$ cat src/hdl/cfpl_pkg.sv
`default_nettype none
package cfpl_pkg;
   localparam int FRAC_BITS = 16;

   localparam logic [3:0] ST_LOAD   = 4'd0;
   localparam logic [3:0] ST_DINIT  = 4'd1;
   localparam logic [3:0] ST_DACC   = 4'd2;
   localparam logic [3:0] ST_DSQRT  = 4'd3;
   localparam logic [3:0] ST_DOUT   = 4'd4;
   localparam logic [3:0] ST_OINIT  = 4'd5;
   localparam logic [3:0] ST_OACC   = 4'd6;
   localparam logic [3:0] ST_ODIV   = 4'd7;
   localparam logic [3:0] ST_OOUT   = 4'd8;
   localparam logic [3:0] ST_WAIT   = 4'd9;

   localparam logic [1:0] RD_NONE = 2'd0;
   localparam logic [1:0] RD_ACC  = 2'd1;
   localparam logic [1:0] RD_A    = 2'd2;
   localparam logic [1:0] RD_B    = 2'd3;

   typedef struct packed {
      logic       load_acc;
      logic       mac;
      logic       start_sqrt;
      logic       start_div;
      logic       write_diag;
      logic       write_off;
      logic [1:0] rd_sel;
   } cmd_type;

   typedef struct packed {
      logic busy;
      logic acc_pos;
   } status_type;
endpackage
`default_nettype wire

$ cat src/hdl/cfpl_datapath.sv
`default_nettype none
module cfpl_datapath
   import cfpl_pkg::*;
#(
   parameter int DATA_WIDTH = 32,
   parameter int DEPTH      = 36,
   parameter int AW         = 6
) (
   input  wire                          clock,
   input  wire                          reset,
   input  wire cmd_type                 cmd,
   output status_type                   status,
   input  wire                          wr_load,
   input  wire [AW-1:0]                 wr_load_addr,
   input  wire signed [DATA_WIDTH-1:0]  wr_load_data,
   input  wire [AW-1:0]                 rd_addr,
   input  wire [AW-1:0]                 diag_addr,
   input  wire [AW-1:0]                 off_addr,
   output logic signed [DATA_WIDTH-1:0] result,
   output logic                         pivot_zero
);
   localparam int W   = DATA_WIDTH;
   localparam int PW  = 2 * W;
   localparam int SW  = W + FRAC_BITS;        // radicand width
   localparam int RW  = (SW + 1) / 2 + 1;     // root width
   localparam int SC  = (SW + 1) / 2;         // sqrt steps
   localparam int DNW = W + FRAC_BITS + 1;    // dividend magnitude width
   localparam int CW  = $clog2(DNW + 1);
   localparam logic signed [PW-1:0] MAXV = PW'((64'sd1 <<< (W - 1)) - 1);
   localparam logic signed [PW-1:0] MINV = -MAXV - PW'(1);

   logic signed [W-1:0] mem [DEPTH];
   logic signed [W-1:0] rdata_ff, a_ff, b_ff, piv_ff;
   logic signed [W-1:0] acc_ff, acc_in;
   logic signed [PW-1:0] prod_ff;
   logic                 prod_v_ff;

   // store: one write, one registered read
   always_ff @(posedge clock) begin
      if (wr_load) begin
         mem[wr_load_addr] <= wr_load_data;
      end else if (cmd.write_diag) begin
         mem[diag_addr] <= result;
      end else if (cmd.write_off) begin
         mem[off_addr] <= result;
      end
      rdata_ff <= mem[rd_addr];
   end

   always_ff @(posedge clock) begin
      case (cmd.rd_sel)
         RD_A:    a_ff <= rdata_ff;
         RD_B:    b_ff <= rdata_ff;
         default: ;
      endcase
   end

   // multiply stage then rounded subtract stage
   logic signed [PW-1:0] rnd, diff;
   always_ff @(posedge clock) begin
      if (reset) begin
         prod_v_ff <= 1'b0;
      end else begin
         prod_v_ff <= cmd.mac;
      end
      prod_ff <= PW'(a_ff) * PW'(b_ff);
   end

   always_comb begin
      rnd  = (prod_ff + PW'(64'sd1 <<< (FRAC_BITS - 1))) >>> FRAC_BITS;
      diff = PW'(acc_ff) - rnd;
      acc_in = acc_ff;
      if (cmd.load_acc) begin
         acc_in = rdata_ff;
      end else if (prod_v_ff) begin
         if (diff > MAXV) acc_in = W'(MAXV);
         else if (diff < MINV) acc_in = W'(MINV);
         else acc_in = W'(diff);
      end
   end
   always_ff @(posedge clock) begin
      acc_ff <= acc_in;
   end

   // shared iterative unit: sqrt (2 bits/step) or restoring divide (1 bit/step)
   logic            busy_ff, is_div_ff, neg_ff, special_ff;
   logic [CW-1:0]   cnt_ff;
   logic [SW-1:0]   rad_ff;
   logic [RW+1:0]   rem_ff;
   logic [RW-1:0]   root_ff;
   logic [DNW-1:0]  dvd_ff, quo_ff;
   logic [W:0]      dvs_ff, drem_ff;
   logic signed [W-1:0] res_ff;

   logic [RW+1:0] s_rem, s_trial;
   logic [W+1:0]  d_rem;
   logic [DNW+1:0] mag;
   always_comb begin
      s_rem   = {rem_ff[RW-1:0], rad_ff[SW-1 -: 2]};
      s_trial = {root_ff, 2'b01};
      d_rem   = {drem_ff, dvd_ff[DNW-1]};
      mag     = {2'b00, quo_ff};
   end

   always_ff @(posedge clock) begin
      if (reset) begin
         busy_ff <= 1'b0;
      end else if (cmd.start_sqrt) begin
         busy_ff    <= 1'b1;
         is_div_ff  <= 1'b0;
         special_ff <= (acc_ff <= 0);
         rad_ff     <= SW'(acc_ff) << FRAC_BITS;
         rem_ff     <= '0;
         root_ff    <= '0;
         cnt_ff     <= CW'(SC);
      end else if (cmd.start_div) begin
         busy_ff    <= 1'b1;
         is_div_ff  <= 1'b1;
         special_ff <= (piv_ff == 0);
         neg_ff     <= acc_ff[W-1] ^ piv_ff[W-1];
         dvd_ff     <= DNW'(acc_ff[W-1] ? -(DNW'(acc_ff)) : DNW'(acc_ff)) << FRAC_BITS;
         dvs_ff     <= piv_ff[W-1] ? (W+1)'(-(W+1)'(piv_ff)) : (W+1)'(piv_ff);
         drem_ff    <= '0;
         quo_ff     <= '0;
         cnt_ff     <= CW'(DNW);
      end else if (busy_ff) begin
         if (cnt_ff == 0) begin
            busy_ff <= 1'b0;
         end else begin
            cnt_ff <= cnt_ff - 1'b1;
            if (is_div_ff) begin
               dvd_ff <= dvd_ff << 1;
               if (d_rem >= {1'b0, dvs_ff}) begin
                  drem_ff <= (W+1)'(d_rem - {1'b0, dvs_ff});
                  quo_ff  <= {quo_ff[DNW-2:0], 1'b1};
               end else begin
                  drem_ff <= (W+1)'(d_rem);
                  quo_ff  <= {quo_ff[DNW-2:0], 1'b0};
               end
            end else begin
               rad_ff <= rad_ff << 2;
               if (s_rem >= s_trial) begin
                  rem_ff  <= s_rem - s_trial;
                  root_ff <= {root_ff[RW-2:0], 1'b1};
               end else begin
                  rem_ff  <= s_rem;
                  root_ff <= {root_ff[RW-2:0], 1'b0};
               end
            end
         end
      end
   end

   // final value of the unit
   always_comb begin
      if (!is_div_ff) begin
         res_ff = special_ff ? '0 : W'(root_ff);
      end else if (special_ff) begin
         if (acc_ff > 0) res_ff = W'(MAXV);
         else if (acc_ff < 0) res_ff = W'(MINV);
         else res_ff = '0;
      end else if (neg_ff) begin
         res_ff = (mag > (DNW+2)'(MAXV) + 1) ? W'(MINV) : W'(-mag);
      end else begin
         res_ff = (mag > (DNW+2)'(MAXV)) ? W'(MAXV) : W'(mag);
      end
   end
   assign result = res_ff;

   always_ff @(posedge clock) begin
      if (cmd.write_diag) piv_ff <= res_ff;
   end

   assign pivot_zero      = special_ff;
   assign status.busy     = busy_ff || cmd.start_sqrt || cmd.start_div;
   assign status.acc_pos  = (acc_ff > 0);
endmodule
`default_nettype wire

$ cat config.mk
export PLATFORM = sky130hd
export DESIGN_NAME = cfpl_datapath
export DESIGN_NICKNAME = d
export VERILOG_FILES = /design/src/hdl/cfpl_pkg.sv /design/src/hdl/cfpl_datapath.sv
export SDC_FILE = /design/constraint.sdc
export NUM_CORES = 2
export LEC_CHECK = 0
export BUFFER_PORTS_ARGS = -buffer_cell sky130_fd_sc_hd__buf_2
export CORE_MARGIN = 8
export CORE_UTILIZATION = 40
export CTS_CLUSTER_DIAMETER = 30
export DETAILED_ROUTE_END_ITERATION = 8
export GPL_TIMING_DRIVEN = 1
export PLACE_DENSITY = 0.61
export SLEW_MARGIN = 40
export SYNTH_ARGS = -nofsm -noshare
export SYNTH_HDL_FRONTEND = slang
export SYNTH_SLANG_ARGS = --single-unit
$ cat constraint.sdc
create_clock -name clock -period 11.6 [get_ports clock]
set_input_delay 1.74 -clock clock [delete_from_list [all_inputs] [get_ports clock]]
set_output_delay 1.74 -clock clock [all_outputs]
set_load 0.05 [all_outputs]
==> metrics <==
drt via density=5.44; #FFs+latches synth=1602; final cycle utilization of the critical path=77.2%; Area growth syn-to-layout=14.3%; fmax=112 MHz; EDFF count, synth=1519; routed wire length per instance=23.5 µm; first-pass GRT wire length=around 430 mm; clock skew=0.113 ns; cell mode on critical path=fa_1; non-filler instance count after layout=about 12000; most common cell after layout, fill and taps aside=edfxtp_1; RePlAce Congestion=~0.90; Syn Nets=9429; detailed placement HPWL=between 150 and 200 mm; ys async rst share=0%; Final ANT Viol Nets=0; Die X=about 530 µm; largest net degree at the start of global routing=97; cts repair resizes=0; Final setup viols=0; chip height=between 500 and 600 µm; Die ar.=279000 µm²; CTS sink count=~1600; Final Critical Period=8.96 ns; CP Launch Type=flop; fin area=120000 µm²; clk slew on worst S/H paths=0.05 ns; Fin. Hold Viols=0; Netlist cell types=100; crit path DAT=9.71 ns; Clock Latency Late Sink=~0.9 ns; status=finished, final reports clean; worst path required time=12.35 ns; FP Rows=approximately 190; filler instances=23100; post-route setup TNS=0 ns; Post-CTS Setup Bufs=0; delay-heaviest family, CP=adder cells; RSZ-0062 raised after global routing=false; clk buf depth=4; Worst slew margin=32.1%; clock root cell=clkbuf_16; reg2reg setup slack=approximately 2.6 ns; Starting Density=40.1%; Global Route Usage Sum=20.0%; Core Area=262000 µm²; post-synthesis sequential area ratio=~45%; commonest cells after routing, fill and taps aside=1519 x edfxtp_1, 1095 x inv_1, 1083 x fa_1; Mapped Area=105000 µm²; Vias=64600; Mean Syn Cell Area=13.1 µm²; Worst Setup Path Type=flop to flop; gr ovfl total=0; initial DRC count=between 5000 and 6000; slowest CP cell=fa_1; top_reg_cell synth=edfxtp_1; H-tree depth=5; setup ws final=2.64 ns; Post-Syn Instances=7984; CTS Buf Count=282; antenna violations before repair=16; number of global-route vias before repair=68500; placed insts=roughly 11000; Worst Max-Slew Pin Slew=1.01 ns; worst min path class=flop to flop; Post-Route WL=279 mm; layout cells sized above 1=14.8%; Pins Over Slew Limit=0; max incr delay on CP=1.01 ns; Setup WS pre-CTS=about 2.6 ns; DRT Pass-1 Iters=9; CTS tree=built; WP buf/inv=6; DRC=0; Cell Area, Placed=110000 µm²; CP max FO=17; number of port buffers=101; Yosys warning count=0; total of max-cap violations=0; io pins=between 100 and 150; CP Capture Type=flop; cts hold-fix bufs=0; Total Nets Final=9602
[path summary, 6_finish.rpt]
| check | start | end | cells after the start |
|---|---|---|---|
| worst max register to register | a_ff[31] | prod_ff[61] | 27 |
| worst min-delay path | piv_ff[0] | dvs_ff[0] | 0 |
| worst max-delay path | a_ff[31] | prod_ff[61] | 27 |
| worst min register to register | piv_ff[0] | dvs_ff[0] | 0 |
[cell families (layout without fill, tap and decap cells)]
family / Yosys count / in the layout / synth area share (%)
buffers and inverters: 1474 / 1849 / 5.31
AND/OR/NAND/NOR: 2002 / 2002 / 9.42
adder cells (fa/ha/maj): 1378 / 1378 / 24.2
other: 1 / 7 / 0.00358
flip-flops: 1602 / 1602 / 45.1
XOR/XNOR: 244 / 244 / 2.04
AO/OA/AOI/OAI: 786 / 786 / 4.86
multiplexers: 497 / 497 / 9.03
[area by class of cell]
class / count / area, µm² / share of cell area (%)
multi-input cells: 4908 / 52400 / 43.7
flip-flops and latches: 1602 / 47300 / 39.5
clock buffers: 309 / 7320 / 6.11
well taps: 3515 / 4400 / 3.67
inverters: 1097 / 4120 / 3.44
repair buffers: 266 / 2260 / 1.89
clock inverters: 177 / 2040 / 1.70
diodes: 6 / 15.0 / 0.0125
[flip-flops by register name (all words and copies together), names as in the netlist, 33 cells and up]
signal,cells
mem,1152
prod_ff,49
quo_ff,49
drem_ff,33
dvd_ff,33
dvs_ff,33
[per-layer routing]
layer	up-vias	global-route usage (%)	wire, µm
li1	27800	-	-
met1	34100	27.7	119000
met2	2268	33.2	135000
met3	458	3.00	17900
met4	0	5.14	6750
met5	-	0	0
[through the flow]
stage               hold slack [ns]  util (%)
finish                        0.488      45.8
global route                  0.497      45.8
CTS                           0.490      45.7
detailed placement            0.490      42.2
global placement              0.489      41.9
floorplan                     0.417         -
[Yosys cell counts, drive strengths merged (65+ instances only)]
library cell | count | area, µm²
a21o | 79 | 598
fa | 1083 | 21700
mux4 | 352 | 7930
nand2 | 712 | 2680
nor2 | 348 | 1310
ha | 295 | 3690
o21ai | 186 | 953
clkbuf | 327 | 1230
nor2b | 74 | 463
edfxtp | 1519 | 45600
and2 | 514 | 3220
mux2 | 65 | 732
xnor2 | 145 | 1270
a21oi | 221 | 1110
dfxtp | 83 | 1660
xor2 | 99 | 867
mux2i | 80 | 801
inv | 1096 | 4110
Power is not shown: default switching activity piles up to over one toggle a cycle in this logic, so the estimate is an artifact.
