--- src/hdl/cfpl_pkg.sv ---
`default_nettype none
package cfpl_pkg;
   localparam int FRAC_BITS = 16;

   localparam logic [3:0] ST_LOAD   = 4'd0;
   localparam logic [3:0] ST_DINIT  = 4'd1;
   localparam logic [3:0] ST_DACC   = 4'd2;
   localparam logic [3:0] ST_DSQRT  = 4'd3;
   localparam logic [3:0] ST_DOUT   = 4'd4;
   localparam logic [3:0] ST_OINIT  = 4'd5;
   localparam logic [3:0] ST_OACC   = 4'd6;
   localparam logic [3:0] ST_ODIV   = 4'd7;
   localparam logic [3:0] ST_OOUT   = 4'd8;
   localparam logic [3:0] ST_WAIT   = 4'd9;

   localparam logic [1:0] RD_NONE = 2'd0;
   localparam logic [1:0] RD_ACC  = 2'd1;
   localparam logic [1:0] RD_A    = 2'd2;
   localparam logic [1:0] RD_B    = 2'd3;

   typedef struct packed {
      logic       load_acc;
      logic       mac;
      logic       start_sqrt;
      logic       start_div;
      logic       write_diag;
      logic       write_off;
      logic [1:0] rd_sel;
   } cmd_type;

   typedef struct packed {
      logic busy;
      logic acc_pos;
   } status_type;
endpackage
`default_nettype wire

--- src/hdl/cfpl_control.sv ---
`default_nettype none
module cfpl_control
   import cfpl_pkg::*;
#(
   parameter int MAX_ORDER = 8,
   parameter int AW        = 6,
   parameter int OW        = 4
) (
   input  wire           clock,
   input  wire           reset,
   input  wire [3:0]     order_reg,
   input  wire           cfg_write,
   input  wire           req_fire,
   output logic          req_ready,
   output logic          wr_load,
   output logic [AW-1:0] wr_load_addr,
   output cmd_type       cmd,
   input  wire status_type status,
   input  wire           pivot_zero,
   output logic [AW-1:0] rd_addr,
   output logic [AW-1:0] diag_addr,
   output logic [AW-1:0] off_addr,
   output logic          out_valid,
   output logic          out_last,
   output logic          out_err,
   input  wire           out_ready
);
   localparam int DEPTH = MAX_ORDER * (MAX_ORDER + 1) / 2;

   logic [3:0]    state_ff, state_in;
   logic [AW-1:0] load_ff;
   logic [OW-1:0] n, j_ff, i_ff, k_ff;
   logic [1:0]    ph_ff;      // read pipeline phase within one MAC
   logic          err_ff, isdiag_ff, waitv_ff;
   logic [AW:0]   total;

   always_comb begin
      if (order_reg == 0) n = OW'(1);
      else if ({1'b0, order_reg} > 5'(MAX_ORDER)) n = OW'(MAX_ORDER);
      else n = OW'(order_reg);
      total = (AW+1)'((n * (n + 1)) >> 1);
   end

   function automatic logic [AW-1:0] pos(input logic [OW-1:0] nn,
                                          input logic [OW-1:0] r,
                                          input logic [OW-1:0] c);
      logic [2*OW+1:0] t;
      t = ({2'b0, c} * ({1'b0, nn, 1'b0} - {2'b0, c} - 1'b1)) >> 1;
      return AW'(t + r);
   endfunction

   assign req_ready    = (state_ff == ST_LOAD);
   assign wr_load      = req_fire;
   assign wr_load_addr = load_ff;
   assign diag_addr    = pos(n, j_ff, j_ff);
   assign off_addr     = pos(n, i_ff, j_ff);
   assign out_valid    = waitv_ff;
   assign out_last     = isdiag_ff && (j_ff == n - 1'b1);
   assign out_err      = err_ff;

   // Each MAC over k: ph 0 read row entry, ph 1 read col entry, ph 2 latch col entry, ph 3 issue.
   always_comb begin
      cmd      = '0;
      state_in = state_ff;
      rd_addr  = '0;
      case (state_ff)
         ST_LOAD: begin
            if (req_fire && ({1'b0, load_ff} + 1'b1 >= total)) state_in = ST_DINIT;
         end
         ST_DINIT: begin
            rd_addr = diag_addr;
            if (ph_ff == 2'd1) begin
               cmd.rd_sel = RD_ACC;
               cmd.load_acc = 1'b1;
               state_in = ST_DACC;
            end
         end
         ST_DACC: begin
            rd_addr = pos(n, j_ff, k_ff);
            if (k_ff == j_ff) begin
               if (ph_ff == 2'd2) begin
                  cmd.start_sqrt = 1'b1;
                  state_in = ST_DSQRT;
               end
            end else if (ph_ff == 2'd1) begin
               cmd.rd_sel = RD_A;
            end else if (ph_ff == 2'd2) begin
               cmd.rd_sel = RD_B;
            end else if (ph_ff == 2'd3) begin
               cmd.mac = 1'b1;
            end
         end
         ST_DSQRT: begin
            if (!status.busy) begin
               cmd.write_diag = 1'b1;
               state_in = ST_WAIT;
            end
         end
         ST_OINIT: begin
            rd_addr = off_addr;
            if (ph_ff == 2'd1) begin
               cmd.load_acc = 1'b1;
               state_in = ST_OACC;
            end
         end
         ST_OACC: begin
            rd_addr = (ph_ff == 2'd0) ? pos(n, i_ff, k_ff) : pos(n, j_ff, k_ff);
            if (k_ff == j_ff) begin
               if (ph_ff == 2'd2) begin
                  cmd.start_div = 1'b1;
                  state_in = ST_ODIV;
               end
            end else if (ph_ff == 2'd1) begin
               cmd.rd_sel = RD_A;
            end else if (ph_ff == 2'd2) begin
               cmd.rd_sel = RD_B;
            end else if (ph_ff == 2'd3) begin
               cmd.mac = 1'b1;
            end
         end
         ST_ODIV: begin
            if (!status.busy) begin
               cmd.write_off = 1'b1;
               state_in = ST_WAIT;
            end
         end
         ST_WAIT: begin
            if (out_ready) begin
               if (i_ff + 1'b1 < n) state_in = ST_OINIT;
               else if (j_ff + 1'b1 < n) state_in = ST_DINIT;
               else state_in = ST_LOAD;
            end
         end
         default: state_in = ST_LOAD;
      endcase
   end

   always_ff @(posedge clock) begin
      if (reset) begin
         state_ff  <= ST_LOAD;
         load_ff   <= '0;
         j_ff      <= '0;
         i_ff      <= '0;
         k_ff      <= '0;
         ph_ff     <= '0;
         err_ff    <= 1'b0;
         isdiag_ff <= 1'b0;
         waitv_ff  <= 1'b0;
      end else begin
         state_ff <= state_in;
         if (cfg_write) load_ff <= '0;
         case (state_ff)
            ST_LOAD: begin
               if (req_fire) begin
                  if ({1'b0, load_ff} + 1'b1 >= total) begin
                     load_ff <= '0;
                     j_ff    <= '0;
                     err_ff  <= 1'b0;
                     ph_ff   <= '0;
                  end else begin
                     load_ff <= load_ff + 1'b1;
                  end
               end
            end
            ST_DINIT, ST_OINIT: begin
               ph_ff <= (ph_ff == 2'd1) ? 2'd0 : ph_ff + 1'b1;
               k_ff  <= '0;
            end
            ST_DACC, ST_OACC: begin
               if (k_ff == j_ff) begin
                  ph_ff <= (ph_ff == 2'd2) ? 2'd0 : ph_ff + 1'b1;
               end else if (ph_ff == 2'd3) begin
                  ph_ff <= '0;
                  k_ff  <= k_ff + 1'b1;
               end else begin
                  ph_ff <= ph_ff + 1'b1;
               end
            end
            ST_DSQRT: begin
               if (!status.busy) begin
                  waitv_ff  <= 1'b1;
                  isdiag_ff <= 1'b1;
                  i_ff      <= j_ff;
                  if (pivot_zero) err_ff <= 1'b1;
               end
            end
            ST_ODIV: begin
               if (!status.busy) begin
                  waitv_ff  <= 1'b1;
                  isdiag_ff <= 1'b0;
               end
            end
            ST_WAIT: begin
               if (out_ready) begin
                  waitv_ff <= 1'b0;
                  if (i_ff + 1'b1 < n) begin
                     i_ff <= i_ff + 1'b1;
                  end else if (j_ff + 1'b1 < n) begin
                     j_ff <= j_ff + 1'b1;
                  end
               end
            end
            default: ;
         endcase
      end
   end

   logic unused;
   assign unused = status.acc_pos ^ (DEPTH[0]);
endmodule
`default_nettype wire

--- config.mk ---
export PLATFORM = sky130hd
export DESIGN_NAME = cfpl_control
export DESIGN_NICKNAME = d
export VERILOG_FILES = /design/src/hdl/cfpl_pkg.sv /design/src/hdl/cfpl_control.sv
export SDC_FILE = /design/constraint.sdc
export NUM_CORES = 1
export LEC_CHECK = 0
export ABC_AREA = 1
export BUFFER_PORTS_ARGS = -buffer_cell sky130_fd_sc_hd__buf_2
export CELL_PAD_IN_SITES_DETAIL_PLACEMENT = 0
export CELL_PAD_IN_SITES_GLOBAL_PLACEMENT = 1
export CORE_MARGIN = 4
export CORE_UTILIZATION = 30
export CTS_CLUSTER_SIZE = 28
export DETAILED_ROUTE_END_ITERATION = 8
export GPL_ROUTABILITY_DRIVEN = 0
export PLACE_DENSITY = 0.59
export SYNTH_ARGS = -nofsm -noshare
export SYNTH_HDL_FRONTEND = slang
export SYNTH_SLANG_ARGS = --single-unit
export TNS_END_PERCENT = 50
--- constraint.sdc ---
create_clock -name clock -period 13.68 [get_ports clock]
set_clock_uncertainty 0.15 [all_clocks]
set_input_delay 2.052 -clock clock [delete_from_list [all_inputs] [get_ports clock]]
set_output_delay 2.052 -clock clock [all_outputs]
set_load 0.05 [all_outputs]
==> summary.txt, run 1 <==
Timing
  – Slew of the pin with the lowest slew margin: 682 ps
  – Hold WS: 309 ps
  – Max_slew headroom: 54.3%
  – Final worst path period share: 72.0%
  – Slew Viols, Final: 0
  – Final worst path period need: 9850 ps
  – Setup-failing EPs final: 0
  – Fmax: 102 MHz
  – Fin. Hold Viols: 0
  – Fin worst setup slack: 3830 ps
  – RSZ-0062 raised after global routing: no
  – Fin Setup TNS: 0 ps

GRT
  – GR peak layer: met2
  – Met3 usage: 1.00%
  – GRT overflow: 0
  – Overall Global Routing Usage: 14.9%
  – Largest net degree at the start of global routing: 20
  – First-pass GRT wire length: 24200 um
  – Number of global-route vias before repair: 5040
  – Met1 Use GR: 20.1%
  – Met2 Use GR: 26.5%
  – Initial antenna violation count: 0

Detailed routing
  – Pre-antenna DRT Iters: 4
  – Post-route ant nets: 0
  – Total Wirelength: 14200 um
  – Initial detailed-routing violation count: 232
  – Post-DR wirelength/cell: 13.6 um
  – Residual DRC: 0
  – Via count: 4926
  – Vias per cell: 4.71

Critical path
  – CP arrival: 7650 ps
  – R2r setup slk: 10950 ps
  – RR Endpoint: j_ff[1]
  – Critical path class: input port to output port
  – Worst r2r path cells: 8
  – Worst R2R Start: j_ff[3]
  – Critical path launch point type: input port
  – Setup crit end kind: output port
  – Critical Path RT: 11480 ps
  – CP max FO: 11

Yosys
  – Synth cell types: 43
  – Yosys top cell area share: 22.0%
  – Ys flop type: dfxtp_1
  – Seq/Total Area, Yosys: 10.6%
  – Synth area leader: ha_1
  – Post-synth ARST share: 0%
  – Syn Inst Count: 780
  – FF+latch count, synth: 27
  – Yosys warning count: 0
  – Area contributors post-synth: ha_1, nand2_1, dfxtp_1
  – Mapped Area: 5110 um^2
  – Mapped Avg Cell Area: 6.55 um^2
  – EDFF count, synth: 0

Clock network
  – H-tree levels: 1
  – Clk_lat worst skew: 270 ps
  – CTS max path bufs: 2
  – Clk pin slew, worst setup/hold paths: 70 ps
  – Resized Gates After CTS: 0
  – CTS tree: built
  – CTS Buf Count: 3
  – CTS Sinks: 27
  – Root buffer cell: clkbuf_16
  – Post-CTS Hold Buffers: 0
  – Setup repair bufs after CTS: 0

Layout
  – Final Non-Filler Cells: 1045
  – Leading cell type in the layout, fill and taps excluded: nand2_1
  – Nets: 951
  – Layout cells sized above 1: 9.21%
  – Most frequent cells in the layout: nand2_1, inv_1, ha_1
  – Layout area overhead: 11.1%
  – Diode count: 0

Floorplan
  – Initial core utilization: 30.7%
  – Die Ht: 139 um
  – Die area: 19200 um^2
  – Die W: 139 um
  – Io pins: 49
  – Core area: 16600 um^2
  – # rows: 47

Placement
  – Pre-CTS setup slack: 3780 ps
  – Count of input and output buffers: 47
  – Hpwl dp: 12100 um
  – Placed instance count: 1041

Worst hold path
  – WHS Path Cells: 2
  – Hold path start: out_err
  – Hold path endpoint: out_err
  – HP Class: flop to flop

Job
  – Max_cap viols: 0

Pwr
  – Static leakage: 3.14 nW
  – Overall power: 0.000366 W
  – Maximum VDD drop: 76.8 uV
  – Pwr dens: 64.4 nW/um^2

Outcome
  – Outcome: finished clean
-- where the power goes --
| group | total (W) | internal [W] | switching (W) | leakage [nW] |
|---|---|---|---|---|
| Clock | 0.0000702 | 0.0000401 | 0.0000301 | 0.0382 |
| Combinational | 0.000197 | 0.0000562 | 0.000141 | 2.89 |
| Sequential | 0.0000982 | 0.0000868 | 0.0000114 | 0.218 |
| Total | 0.000366 | 0.000183 | 0.000183 | 3.14 |
-- state kept, by name, summed over array words and instances (netlist names), 2 cells and up --
register      flops
i_ff              4
j_ff              4
k_ff              4
ph_ff             2
state_ff          4
wr_load_addr      6
-- layer usage --
metal / wire length [um] / part of all wire (%)
met5: 0 / 0
met4: 165 / 1.2
met2: 6770 / 48
met1: 6990 / 49
met3: 240 / 1.7
-- synth_stat cells (2+ instances only) --
master,n
nand3_2,3
dfxtp_1,27
o21ai_0,28
o211ai_1,2
a21oi_1,52
or2_2,4
o21bai_1,2
inv_1,130
nand3b_1,5
nand2_2,5
buf_2,4
and2_1,4
nand3_1,72
or2_1,2
a21o_1,3
xor2_1,24
clkbuf_1,4
nand4_1,5
nand2_1,163
nor2_1,80
nor2_2,2
inv_2,8
fa_1,23
a221oi_1,2
a31oi_1,4
nor3_1,5
ha_1,90
o21a_1,2
xnor2_1,11
-- metrics by stage --
step	area, um^2	util (%)
after global placement	5600	33.6
after detailed placement	5600	33.6
after floorplan	5120	-
final	5680	34.1
after global routing	5680	34.1
after CTS	5680	34.1
-- area by class of cell --
class | instances | area, um^2
inverter | 139 | 522
sequential | 27 | 541
tap | 220 | 275
fill | 1841 | 11000
clock buffer | 4 | 78.8
timing repair buffer | 49 | 250
multi-input combinational | 606 | 4010
-- worst max path at each step --
stage                 start    endpoint  slack, ps  depth (start not counted)
5_1_grt        order_reg[3]  rd_addr[5]       3350                         36
2_1_floorplan  order_reg[3]  rd_addr[4]       3570                         21
6_report       order_reg[3]  rd_addr[4]       3830                         24
3_5_place_dp   order_reg[3]  rd_addr[5]       3780                         30
3_3_place_gp   order_reg[3]  rd_addr[5]       3810                         36
4_1_cts        order_reg[3]  rd_addr[4]       3780                         24
-- critical path: stages --
cell      delay, ps
buf_2           230
inv_2           180
nand2_1         230
inv_1           250
fa_1            500
inv_1            70
nand2_1          60
nand2_1         100
nor2_2           70
nor2_1          250
nor2_1           70
ha_1            310
fa_1            530
fa_1            510
ha_1            370
xnor2_1         310
ha_1            340
a21oi_1         160
o21ai_0         120
xor2_1          270
nor2_1           60
a221oi_1        190
o311ai_0        160
buf_2           240
-- cells by family after synthesis --
family                   share of synthesized area (%)
flip-flops                                        10.6
AND/OR/NAND/NOR                                   30.2
buffers and inverters                             11.1
AO/OA/AOI/OAI                                     11.0
XOR/XNOR                                          6.00
other                                           0.0734
adder cells (fa/ha/maj)                           31.0
(Power assumes the default switching activity.)
==> run 2, diff against run 1 <==
- PLACE_DENSITY: 0.59 -> 0.61
- clock period: 13.68 -> 8 ns (I/O delays scaled with it)
==> summary.txt, run 2 (synthesis gave the netlist of run 1 again) <==
Outcome
  – Outcome: finished clean

Timing
  – Slew Viols, Final: 0 (unchanged)
  – RSZ-0062 raised after global routing: no
  – Final worst path period need: 7520 ps
  – Fin. Hold Viols: 0 (unchanged)
  – Max_slew headroom: 63.3% (+9.0 points)
  – Hold WS: 306 ps (-2.72 ps)
  – Setup-failing EPs final: 0 (unchanged)
  – Fmax: 133 MHz
  – Slew of the pin with the lowest slew margin: 548 ps (-134 ps)
  – Fin Setup TNS: 0 ps (unchanged)
  – Final worst path period share: 94.1%

Detailed routing
  – Total Wirelength: 14200 um (+0.20%)
  – Via count: 5016 (+1.8%)
  – Pre-antenna DRT Iters: 4 (unchanged)
  – Vias per cell: 4.71 (about the same)
  – Post-route ant nets: 0 (unchanged)
  – Post-DR wirelength/cell: 13.3 um (-1.6%)
  – Residual DRC: 0 (unchanged)
  – Initial detailed-routing violation count: 208 (-10%)

GRT
  – Number of global-route vias before repair: 5074 (+0.67%)
  – Largest net degree at the start of global routing: 20 (unchanged)
  – First-pass GRT wire length: 24400 um (+0.80%)
  – GRT overflow: 0 (unchanged)
  – Overall Global Routing Usage: 14.8% (-0.052 points)
  – Initial antenna violation count: 0 (unchanged)

Layout
  – Diode count: 0 (unchanged)
  – Layout cells sized above 1: 11.5% (+2.3 points)
  – Fill cell count: 1795 (-2.5%)
  – Layout area overhead: 13.9%
  – Most frequent cells in the layout: nand2_1, inv_1, ha_1
  – Nets: 970 (+2.0%)
  – Largest register FFs: 6 (unchanged)
  – Leading cell type in the layout, fill and taps excluded: nand2_1

Clock network
  – CTS Sinks: 27 (unchanged)
  – Clk_lat worst skew: 270 ps (about the same)
  – Root buffer cell: clkbuf_16
  – Setup repair bufs after CTS: 0 (unchanged)
  – CTS tree: built
  – CTS Buf Count: 3 (unchanged)
  – Clk pin slew, worst setup/hold paths: 70 ps (about the same)
  – H-tree levels: 1 (unchanged)
  – Resized Gates After CTS: 0 (unchanged)
  – CTS max path bufs: 2 (unchanged)
  – Post-CTS Hold Buffers: 0 (unchanged)

Pwr
  – Cell Int Power: 0.000318 W (+74%)
  – Share of power burned in combinational logic: 54.4% (+0.4 points)
  – Seq pwr share: 26.6% (-0.2 points)
  – Clk network pwr share: 19.0% (-0.2 points)
  – Static leakage: 3.24 nW (+3.0%)
  – Sw Ratio: 50.1% (+0.11 points)
  – Switch Pwr: 0.000319 W (+75%)
  – Pwr dens: 109 nW/um^2 (+70%)
  – Maximum VDD drop: 138 uV (+79%)

Critical path
  – CP max FO: 7 (-4)
  – CP arrival: 6170 ps (-1480 ps)
  – Setup crit end kind: output port
  – CP Buf/Inv Count: 8 (+3)
  – Critical Path RT: 6650 ps (-4830 ps)
  – Most used cell, CP: nand2_1
  – Worst path top cell family by delay: adder cells
  – Slowest stage delay, CP: 550 ps (+20 ps)
  – Critical path class: input port to output port
  – Critical path launch point type: input port
  – Slowest-stage cell, CP: fa_1

Placement
  – Hpwl dp: 12100 um (+0.46%)
  – Count of input and output buffers: 47 (unchanged)

Job
  – Max_cap viols: 0 (unchanged)

Worst hold path
  – HP Class: flop to flop

Floorplan
  – Die W: 139 um (unchanged)
  – Die area: 19200 um^2 (unchanged)
  – Die Ht: 139 um (unchanged)
  – Io pins: 49 (unchanged)
  – Initial core utilization: 30.7% (unchanged)
  – # rows: 47 (unchanged)
  – Core area: 16600 um^2 (unchanged)
-- run 2: changes by cell type in the layout (fill, tap and decap cells not counted), sizes merged --
cell	change
clkinv	+1
buf	+18
-- run 2: power groups by stage --
stage	clock network [W]	registers [W]	logic, W
floorplan	0	0.000184	0.000239
global placement	0	0.000171	0.000343
detailed placement	0	0.000171	0.000344
CTS	0.000128	0.000169	0.000347
global route	0.000133	0.000171	0.000391
finish	0.000121	0.000169	0.000347
-- run 2: through the flow --
stage / instances / utilization, % / cell area [um^2] / setup slack, ps / total power, W
3_5_place_dp: 1060 / 34.5 / 5740 / 310 / 0.000516
6_report: 1064 / 35.0 / 5820 / 476 / 0.000637
5_1_grt: 1064 / 35.0 / 5820 / 24.1 / 0.000694
2_1_floorplan: 782 / - / 5120 / 54.8 / 0.000423
4_1_cts: 1064 / 35.0 / 5820 / 294 / 0.000643
3_3_place_gp: 1060 / 34.5 / 5740 / 319 / 0.000514
-- run 2: cell type report --
cell class,count,area (um^2),share of cell area [%]
clock buffer,3,75.1,1.29
clock inverter,1,5.00,0.0859
inverter,139,522,8.96
multi-input combinational,606,4010,68.9
sequential,27,541,9.28
tap,220,275,4.73
timing repair buffer,68,395,6.79
-- run 2: final timing paths --
kind	slack, ps	to	cells past startpoint	from
setup reg to reg	5370	j_ff[2]	13	wr_load_addr[0]
hold / removal	310	out_err	2	out_err
hold reg to reg	310	out_err	2	out_err
setup / recovery	480	rd_addr[5]	30	order_reg[3]
-- run 2: per-layer routing --
metal	vias to the layer above	global-route usage (%)	share of wire [%]
met2	58	26.6	48
met5	-	0	0
met3	9	1.21	2.6
li1	2639	-	-
met4	0	2.03	0.83
met1	2310	20.0	49
-- run 2: worst register-to-register path, delay by kind of cell, from the launching register on --
kind	cells	cell delay, ps
AOI/OAI and AO/OA	4	400
xor gates and xnor gates	1	150
adders and majority gates	2	530
buffers and inverters	2	200
DFF	1	450
and+or+nand+nor	4	630
==> run 3, diff against run 2 <==
- CORE_MARGIN: 4 -> not set
==> summary.txt, run 3 (synthesis gave the netlist of run 1 again) <==
Placement
  – Count of input and output buffers: 47 (unchanged)
  – Hpwl dp: 12000 um (-0.88%)

Timing
  – RSZ-0062 raised after global routing: no
  – Fin. Hold Viols: 0 (unchanged)
  – Max_slew headroom: 63.7% (+0.34 points)
  – Setup-failing EPs final: 0 (unchanged)
  – Final worst path period need: 7420 ps (-100 ps)
  – Fin Setup TNS: 0 ps (unchanged)
  – Final worst path period share: 92.8% (-1.3 points)
  – Hold WS: 305 ps (-1.31 ps)
  – Fmax: 135 MHz (+1.4%)
  – Slew of the pin with the lowest slew margin: 543 ps (-5.11 ps)
  – Slew Viols, Final: 0 (unchanged)

Layout
  – Layout cells sized above 1: 12.3% (+0.83 points)
  – Diode count: 0 (unchanged)
  – Fill cell count: 1867 (+4.0%)
  – Layout area overhead: 15.1%
  – Largest register FFs: 6 (unchanged)
  – Leading cell type in the layout, fill and taps excluded: nand2_1
  – Nets: 978 (+0.82%)
  – Area of the multi-input gates: 4010 um^2 (unchanged)
  – Most frequent cells in the layout: nand2_1, inv_1, ha_1
  – Core Util, Final: 35.5% (+0.49 points)
  – Register Area: 541 um^2 (unchanged)

Pwr
  – Static leakage: 3.28 nW (+1.3%)
  – Clk network pwr share: 18.6% (-0.4 points)
  – Maximum VDD drop: 148 uV (+7.5%)
  – Sw Ratio: 49.5% (-0.59 points)
  – Pwr dens: 108 nW/um^2 (-1.4%)
  – Share of power burned in combinational logic: 55.0% (+0.6 points)
  – Cell Int Power: 0.000321 W (+0.78%)
  – Seq pwr share: 26.4% (-0.2 points)
  – Overall power: 0.000635 W (-0.40%)
  – Switch Pwr: 0.000314 W (-1.6%)

Clock network
  – H-tree levels: 1 (unchanged)
  – Clk_lat worst skew: 270 ps (about the same)
  – CTS Sinks: 27 (unchanged)
  – Root buffer cell: clkbuf_16
  – CTS max path bufs: 2 (unchanged)
  – Clk pin slew, worst setup/hold paths: 70 ps (about the same)
  – CTS Buf Count: 3 (unchanged)
  – Post-CTS Hold Buffers: 0 (unchanged)
  – CTS tree: built

Critical path
  – Setup crit end kind: output port
  – Slowest-stage cell, CP: fa_1
  – CP max FO: 5 (-2)
  – R2r setup slk: 5390 ps (+20 ps)
  – Critical Path RT: 6650 ps (about the same)
  – Critical path launch point type: input port
  – Critical path class: input port to output port
  – Worst r2r path cells: 8 (-5)
  – Slowest stage delay, CP: 550 ps (about the same)
  – CP arrival: 6070 ps (-100 ps)

Detailed routing
  – Total Wirelength: 14100 um (-1.1%)
  – Residual DRC: 0 (unchanged)
  – Post-route ant nets: 0 (unchanged)
  – Pre-antenna DRT Iters: 5 (+1)
  – Vias per cell: 4.65 (-1.4%)
  – Initial detailed-routing violation count: 169 (-19%)
  – Via count: 4981 (-0.70%)
  – Post-DR wirelength/cell: 13.1 um (-1.8%)

Floorplan
  – Io pins: 49 (unchanged)
  – # rows: 47 (unchanged)
  – Die Ht: 133 um (-4.3%)
  – Initial core utilization: 30.8% (+0.11 points)
  – Die W: 133 um (-4.3%)
  – Die area: 17600 um^2 (-8.5%)
  – Core area: 16600 um^2 (-0.35%)

GRT
  – Initial antenna violation count: 0 (unchanged)
  – GRT overflow: 0 (unchanged)
  – Overall Global Routing Usage: 16.8% (+1.9 points)
  – First-pass GRT wire length: 24200 um (-0.54%)
  – Number of global-route vias before repair: 4971 (-2.0%)
  – Largest net degree at the start of global routing: 20 (unchanged)

Job
  – Max_cap viols: 0 (unchanged)

Outcome
  – Outcome: finished clean

Worst hold path
  – WHS Path Cells: 2 (unchanged)
  – HP Class: flop to flop
-- run 3: cell types whose count changed in the layout (fill, tap and decap cells not counted) --
cell / change
buf_4: +8
-- run 3: power groups by stage --
stage	clock network [W]	registers (W)	logic, W
after detailed placement	0	0.000171	0.000349
after CTS	0.000122	0.000168	0.000352
after floorplan	0	0.000184	0.000239
final	0.000118	0.000168	0.000349
after global placement	0	0.000171	0.000345
after global routing	0.000125	0.000170	0.000392
-- run 3: metal layers --
layer  up-vias  routed length [um]  track usage [%]  share of wire, %
met5         -                   0                0                 0
met4         0                 112             2.75              0.80
met3         8                 322             1.03               2.3
met2        59                6730             29.9                48
met1      2267                6890             22.4                49
li1       2647                   -                -                 -
-- run 3: path summary, 6_finish.rpt --
check | startpoint | to
setup / recovery | order_reg[1] | rd_addr[5]
hold / removal | out_err | out_err
setup reg to reg | j_ff[3] | j_ff[0]
hold reg to reg | out_err | out_err
-- run 3: per-stage QoR --
step	area [um^2]	cells	setup slack [ps]
after floorplan	5120	782	54.8
after global placement	5800	1068	434
after detailed placement	5800	1068	405
after CTS	5880	1072	402
after global routing	5880	1072	25.8
final	5880	1072	576
-- run 3: critical path: cells and delay by family --
kind | cells | cell delay [ps]
adders and majority gates | 5 | 2060
and+or+nand+nor | 14 | 1630
buffers and inverters | 6 | 610
AOI/OAI and AO/OA | 2 | 350
xor gates and xnor gates | 1 | 230
-- run 3: repair_timing --
item	in CTS	in global routing
gates resized for setup	0	2
setup buffers	0	0
endpoints found under the setup margin	0	1
-- run 3: layout make-up --
type                            count  share of cell area, %
Clock buffer                        3                   1.28
Clock inverter                      1                 0.0851
Inverter                          139                   8.87
Multi-Input combinational cell    606                   68.2
Sequential cell                    27                   9.19
Tap cell                          220                   4.68
Timing Repair Buffer               76                   7.74
